File: src/hdl/rpd_pkg.sv
`default_nettype none
// ---------------------------------------------------------------------------
// rpd_pkg: shared types and constants for the permutation draw block
// Field widths, register indexes, status codes and controller/datapath links.
// ---------------------------------------------------------------------------
package rpd_pkg;

  localparam int CNT_W       = 11;   // n_size, draw_limit, position, value
  localparam int STAT_W      = 2;
  localparam int CFG_IDX_W   = 8;
  localparam int CFG_DATA_W  = 64;
  localparam int TABLE_DEPTH_DEF = 1024;
  localparam int EPOCH_W     = 8;    // restart tag stored with each entry
  localparam int MOD_BPC     = 4;    // remainder bits per cycle
  localparam int MOD_STEPS   = 32 / MOD_BPC;
  localparam int MOD_CNT_W   = $clog2(MOD_STEPS);

  localparam logic [63:0] LCG_MUL = 64'd6364136223846793005;
  localparam int XS_SH1  = 18;
  localparam int XS_SH2  = 27;
  localparam int ROT_LSB = 59;

  localparam logic [CNT_W-1:0] N_SIZE_RST     = 11'd1024;
  localparam logic [CNT_W-1:0] DRAW_LIMIT_RST = 11'd1024;
  localparam logic [63:0]      SEED_RST       = 64'd0;
  localparam logic [63:0]      INCR_RST       = 64'd1;

  localparam logic [CFG_IDX_W-1:0] REG_N_SIZE     = 8'd0;
  localparam logic [CFG_IDX_W-1:0] REG_DRAW_LIMIT = 8'd1;
  localparam logic [CFG_IDX_W-1:0] REG_SEED       = 8'd2;
  localparam logic [CFG_IDX_W-1:0] REG_INCREMENT  = 8'd3;

  localparam logic [STAT_W-1:0] ST_OK     = 2'd0;
  localparam logic [STAT_W-1:0] ST_LIMIT  = 2'd1;
  localparam logic [STAT_W-1:0] ST_BADLIM = 2'd2;

  typedef struct packed {
    logic acc_restart;  // item transfer with restart set
    logic clr_step;     // write one cleared tag entry
    logic tmod_start;   // start threshold remainder
    logic rmod_start;   // start index remainder
    logic mod_step;
    logic mul0;
    logic mul1;
    logic mul2;
    logic rng_upd;
    logic r_cap;
    logic rd_k;
    logic rd_p;
    logic wr_k;
    logic emit_err;
  } ctl_cmd_t;

  typedef struct packed {
    logic err;          // draw not allowed
    logic rej;          // raw output below threshold
    logic mod_last;
    logic clr_last;
    logic epoch_full;
  } dp_stat_t;

endpackage
`default_nettype wire

File: src/hdl/rpd_ctrl.sv
`default_nettype none
// ---------------------------------------------------------------------------
// rpd_ctrl: draw sequencer
// Steps the datapath through clear, threshold, generator, rejection and swap.
// ---------------------------------------------------------------------------
module rpd_ctrl (
  input  wire                clk,
  input  wire                rst_n,
  input  wire                start,
  input  wire                in_restart,
  input  rpd_pkg::dp_stat_t  stat,
  output rpd_pkg::ctl_cmd_t  cmd,
  output logic               busy
);
  import rpd_pkg::*;

  localparam logic [3:0] S_IDLE  = 4'd0;
  localparam logic [3:0] S_CLEAR = 4'd1;
  localparam logic [3:0] S_CHECK = 4'd2;
  localparam logic [3:0] S_TMOD  = 4'd3;
  localparam logic [3:0] S_MUL0  = 4'd4;
  localparam logic [3:0] S_MUL1  = 4'd5;
  localparam logic [3:0] S_MUL2  = 4'd6;
  localparam logic [3:0] S_UPD   = 4'd7;
  localparam logic [3:0] S_RCAP  = 4'd8;
  localparam logic [3:0] S_TEST  = 4'd9;
  localparam logic [3:0] S_RMOD  = 4'd10;
  localparam logic [3:0] S_RDK   = 4'd11;
  localparam logic [3:0] S_RDP   = 4'd12;
  localparam logic [3:0] S_WRK   = 4'd13;

  logic [3:0] state_r, state_nxt;
  logic       pend_r, pend_nxt;

  assign busy = (state_r != S_IDLE);

  always_comb begin
    state_nxt = state_r;
    pend_nxt  = pend_r;
    cmd       = '0;
    case (state_r)
      S_IDLE: begin
        if (start) begin
          pend_nxt = 1'b1;
          state_nxt = S_CHECK;
          if (in_restart) begin
            cmd.acc_restart = 1'b1;
            if (stat.epoch_full) state_nxt = S_CLEAR;
          end
        end
      end
      S_CLEAR: begin
        cmd.clr_step = 1'b1;
        if (stat.clr_last) state_nxt = pend_r ? S_CHECK : S_IDLE;
      end
      S_CHECK: begin
        if (stat.err) begin
          cmd.emit_err = 1'b1;
          pend_nxt = 1'b0;
          state_nxt = S_IDLE;
        end else begin
          cmd.tmod_start = 1'b1;
          state_nxt = S_TMOD;
        end
      end
      S_TMOD: begin
        cmd.mod_step = 1'b1;
        if (stat.mod_last) state_nxt = S_MUL0;
      end
      S_MUL0: begin
        cmd.mul0 = 1'b1;
        state_nxt = S_MUL1;
      end
      S_MUL1: begin
        cmd.mul1 = 1'b1;
        state_nxt = S_MUL2;
      end
      S_MUL2: begin
        cmd.mul2 = 1'b1;
        state_nxt = S_UPD;
      end
      S_UPD: begin
        cmd.rng_upd = 1'b1;
        state_nxt = S_RCAP;
      end
      S_RCAP: begin
        cmd.r_cap = 1'b1;
        state_nxt = S_TEST;
      end
      S_TEST: begin
        if (stat.rej) begin
          state_nxt = S_MUL0;
        end else begin
          cmd.rmod_start = 1'b1;
          state_nxt = S_RMOD;
        end
      end
      S_RMOD: begin
        cmd.mod_step = 1'b1;
        if (stat.mod_last) state_nxt = S_RDK;
      end
      S_RDK: begin
        cmd.rd_k = 1'b1;
        state_nxt = S_RDP;
      end
      S_RDP: begin
        cmd.rd_p = 1'b1;
        state_nxt = S_WRK;
      end
      S_WRK: begin
        cmd.wr_k = 1'b1;
        pend_nxt = 1'b0;
        state_nxt = S_IDLE;
      end
      default: begin
        state_nxt = S_IDLE;
      end
    endcase
  end

  always_ff @(posedge clk) begin
    if (!rst_n) begin
      state_r <= S_CLEAR;   // tag sweep after reset
      pend_r  <= 1'b0;
    end else begin
      state_r <= state_nxt;
      pend_r  <= pend_nxt;
    end
  end

endmodule
`default_nettype wire

File: config.mk
export PLATFORM = sky130hd
export DESIGN_NAME = rpd_ctrl
export DESIGN_NICKNAME = d
export VERILOG_FILES = /design/src/hdl/rpd_pkg.sv /design/src/hdl/rpd_ctrl.sv
export SDC_FILE = /design/constraint.sdc
export NUM_CORES = 1
export LEC_CHECK = 0
export ABC_AREA = 1
export BUFFER_PORTS_ARGS = -buffer_cell sky130_fd_sc_hd__buf_2
export CORE_AREA = 2 2 39 41
export CTS_BUF_LIST = sky130_fd_sc_hd__clkbuf_16
export DETAILED_ROUTE_END_ITERATION = 10
export DIE_AREA = 0 0 41 43
export GPL_TIMING_DRIVEN = 0
export PLACE_DENSITY = 0.71
export SETUP_SLACK_MARGIN = 0.05
export SYNTH_ARGS = -nofsm -noshare
export SYNTH_HDL_FRONTEND = slang
export SYNTH_SLANG_ARGS = --single-unit
File: constraint.sdc
create_clock -name clk -period 1.88 [get_ports clk]
set_input_delay 0 -clock clk [delete_from_list [all_inputs] [get_ports clk]]
set_output_delay 0 -clock clk [all_outputs]
set_load 0.1 [all_outputs]
# Word level (Yosys, flattened, before mapping)
# Index checks and enable logic that the tools add are counted.
# totals
memories,0
ramBits,0
wordCells,58
reg_bits,5
latch_bits,0
mem_bits_ro,0
input_bits,9
# classes
order_cmp,0
mul,0
shift,0
muxes,32
eq_ne,18
n_reduce_logical,6
div_mod_pow,0
n_bitwise,0
add_sub_neg,0
# ops
op,n
4-bit case mux with 13 select lines,1
4-bit == test (second input constant),6
4-bit two-way mux,6
1-bit two-way mux,21
4-bit by 3-bit == test with 1-bit output (second input constant),4
2-bit inequality test (second input constant),5
4-bit by 2-bit == test with 1-bit output (second input constant),2
2-bit two-way mux,3
4-bit by 1-bit == test with 1-bit output (second input constant),1
4-bit logical NOT,1
4-bit AND reduction,1
4-bit nonzero test,1
1-bit case mux with 3 select lines,1
3-bit AND reduction,1
3-bit nonzero test,1
2-bit OR reduction,1

# Depth between registers and ports, before layout
# depth
word_depth,4
ltp_mapped,8

# Worst setup path after synthesis
# Ideal clock, no wire load.
# synth_path
kind,register -> output
start,register state_r[1]
end,output port cmd[0] (netlist bit)
path_buffers,0
path_stages_with_launch,5
arrival_time_ns,2.711
t_required_ns,1.880
path_slack_ns,-0.831
path_cell_list,dfxtp_1 -> inv_2 -> nor2_2 -> inv_1 -> nor3_1
# synth_rtl
item,line_no,text
start: declaration,rpd_ctrl.sv:32,"logic [3:0] state_r, state_nxt;"
start signal: assignment,rpd_ctrl.sv:126,state_r <= state_nxt;
end: declaration,rpd_ctrl.sv:12,"output rpd_pkg::ctl_cmd_t cmd,"

==> key figures <==
Logic synthesis
  • Main synth FF type: dfxtp_1
  • Count leader, synth: nor2_1
  • Share of the synthesized area in the top cell type: 0.202
  • Post-synth EDFFs: 0
  • Synthesized flop and latch total: 5
  • Asr flop ratio synth: 0
  • Yosys warnings: 0
  • Syn Area/Cell: 5.63 sq um
  • Most instantiated cells after synthesis: nor2_1, nand2_1, inv_1, nand3_1
  • Top post-synthesis cells by area: dfxtp_1, nor2_1, nand2_1, inv_1, nand2_2
  • Mapped Area: 495 sq um
  • Yosys top cell by area: dfxtp_1
  • Unique masters post-synth: 17
  • Synth Net Count: 97
  • Synth Instances: 88
  • Sequential-to-total area share from yosys stat: 0.202

STA
  • Final period utilization: 0.828
  • Max-slew violations: 0
  • Max-slew headroom at the worst pin: 0.679
  • Fin crit period: 1.56 ns
  • Worst Setup Slack, final: 0.324 ns
  • Final setup fails: 0
  • Unrepaired setup endpoints after global routing: no
  • Max Clock Freq: 643 MHz
  • Skew final: 0.000404 ns
  • Hold Vio Cnt, Final: 0
  • Worst-Margin Slew: 0.485 ns
  • Setup TNS: 0 ns

Cells and area
  • Filler Cell Count: 143
  • Area Growth Syn to Fin: 51.3%
  • Nets: 126
  • Fin area: 749 sq um
  • Layout cells sized above 1: 0.474
  • Antenna cells: 0

Global route
  • Global route overflow: 0
  • GR peak layer: met2
  • Vias in the first global route: 538
  • First-pass GRT wire length: 1990 um
  • GRT met1 Usage: 0.194
  • Initial antenna violation count: 0
  • Pin count of the biggest net entering global routing: 7
  • Total GRT Usage: 0.158
  • Met2 usage: 0.275
  • GR Layer Usage met3: 0.0157

CTS
  • Max clock buf depth: 2
  • CTS tree: yes
  • CTS sink count: 5
  • Clock latency on the worst-skew pair: 0.22 ns
  • Clk slew on worst S/H paths: 0.03 ns
  • Root Driver: clkbuf_16
  • CTS H-tree depth: 1
  • Total CTS buffers: 3

Die
  • Top Ports: 24
  • Die Height: 43 um
  • Core Area: 1380 sq um
  • Chip width: 41 um
  • Site Rows: 14
  • DIE AREA: 1760 sq um
  • Initial core utilization: 0.358

Placement
  • IO buf count: 23
  • Placement Cell Area: 661 sq um
  • Pre-CTS setup slack: 0.553 ns
  • HPWL Detailed: 1040 um
  • GP Congestion: 0.750

Setup path
  • WP data arrival: 1.56 ns
  • Worst Setup Path Type: reg2out
  • Startpoint types: flip-flop
  • CP Max Fanout: 4
  • R2R Path End: state_r[1]
  • Crit path capture type: output port
  • FF-to-FF setup slack: 0.56 ns
  • Reg2reg start: state_r[0]
  • Reg2reg path depth: 7
  • Crit path from: state_r[1]
  • CP Data Required Time: 1.88 ns
  • Crit path capture: cmd[0]

Drt
  • Routed vias/inst: 4.45
  • Routed wire length: 1180 um
  • Vias after detailed routing: 587
  • Routed wire length per instance: 8.95 um
  • Final ANT Viol Nets: 0
  • DR iter-0 viols: 8
  • DRC viols: 0
  • DR pass1 iterations: 4

Min path
  • Hold Path Class: in2reg
  • HP Start: stat[2]

Pwr
  • Pleak: 0.427 nW
  • Pwr dens: 1260 nW/um^2
  • Max IR drop VDD: 1050 uV

Run
  • Max-cap violations: 0

Status
  • Status: complete, no violations
[where the power goes]
group	switching, W	internal (W)
clock network	0.0000580	0.000274
logic	0.000362	0.0000985
registers	0.0000253	0.000124
total	0.000446	0.000497
[per-layer routing]
metal / share of wire / vias to the layer above / routed length (um)
met5: 0 / - / 0
li1: - / 323 / -
met3: 0.026 / 0 / 31
met4: 0 / 0 / 0
met2: 0.55 / 11 / 652
met1: 0.42 / 253 / 498
[repair_timing]
| action | CTS | global route |
|---|---|---|
| resized for setup | 0 | 0 |
| hold buffers | 1 | 0 |
| setup buffers | 0 | 0 |
| hold endpoints to repair | 1 | 0 |
[placed cells by master, fill, tap and decap left out, types with 2 or more instances in the layout]
master / synthesis / final
a21oi_1: 4 / 4
inv_1: 15 / 16
inv_2: 5 / 5
buf_2: 0 / 23
clkbuf_16: 0 / 3
o211ai_1: 2 / 2
nand2_2: 5 / 5
nor2_2: 3 / 13
dfxtp_1: 5 / 5
nand3_1: 6 / 6
nand2_1: 16 / 16
nor2_1: 18 / 8
nor2_4: 2 / 2
[cells by family after synthesis]
| logic type | synth area share |
|---|---|
| and+or+nand+nor | 0.505 |
| buffers and inverters | 0.152 |
| AOI/OAI and AO/OA | 0.141 |
| DFF | 0.202 |
[sequential cells by signal (all words and copies together), names as in the netlist]
signal	count
state_r	4
pend_r	1
[metrics by stage]
step | power, W | cells | util | hold slack (ns)
2_1_floorplan | 0.000542 | 88 | - | 0.0841
3_3_place_gp | 0.000606 | 127 | 0.477 | 0.219
3_5_place_dp | 0.000612 | 127 | 0.477 | 0.222
4_1_cts | 0.000951 | 132 | 0.542 | 0.0623
5_1_grt | 0.000993 | 132 | 0.542 | 0.0698
6_report | 0.000943 | 132 | 0.542 | 0.0661
[worst max-delay path: stages (launching register included)]
cell and delay [ns]:
dfxtp_1 0.40, inv_2 0.08, nor2_2 0.20, inv_1 0.11, nor3_2 0.10, buf_2 0.44
[layout make-up]
class	count	area [sq um]	share of cell area
flip-flops and latches	5	100	0.134
clock buffers	3	75.1	0.100
clock inverters	1	3.75	0.00501
repair buffers	24	125	0.167
inverters	20	75.1	0.100
well taps	16	20.0	0.0267
multi-input cells	63	350	0.467
[how the worst min path moves through the flow]
stage,end,slack [ns],cells past startpoint
floorplan,state_r[0],0.08,1
global placement,state_r[0],0.22,2
detailed placement,state_r[0],0.22,2
CTS,state_r[1],0.06,4
global route,state_r[1],0.07,4
finish,state_r[1],0.07,4
Power figures use the tool's default switching activity.
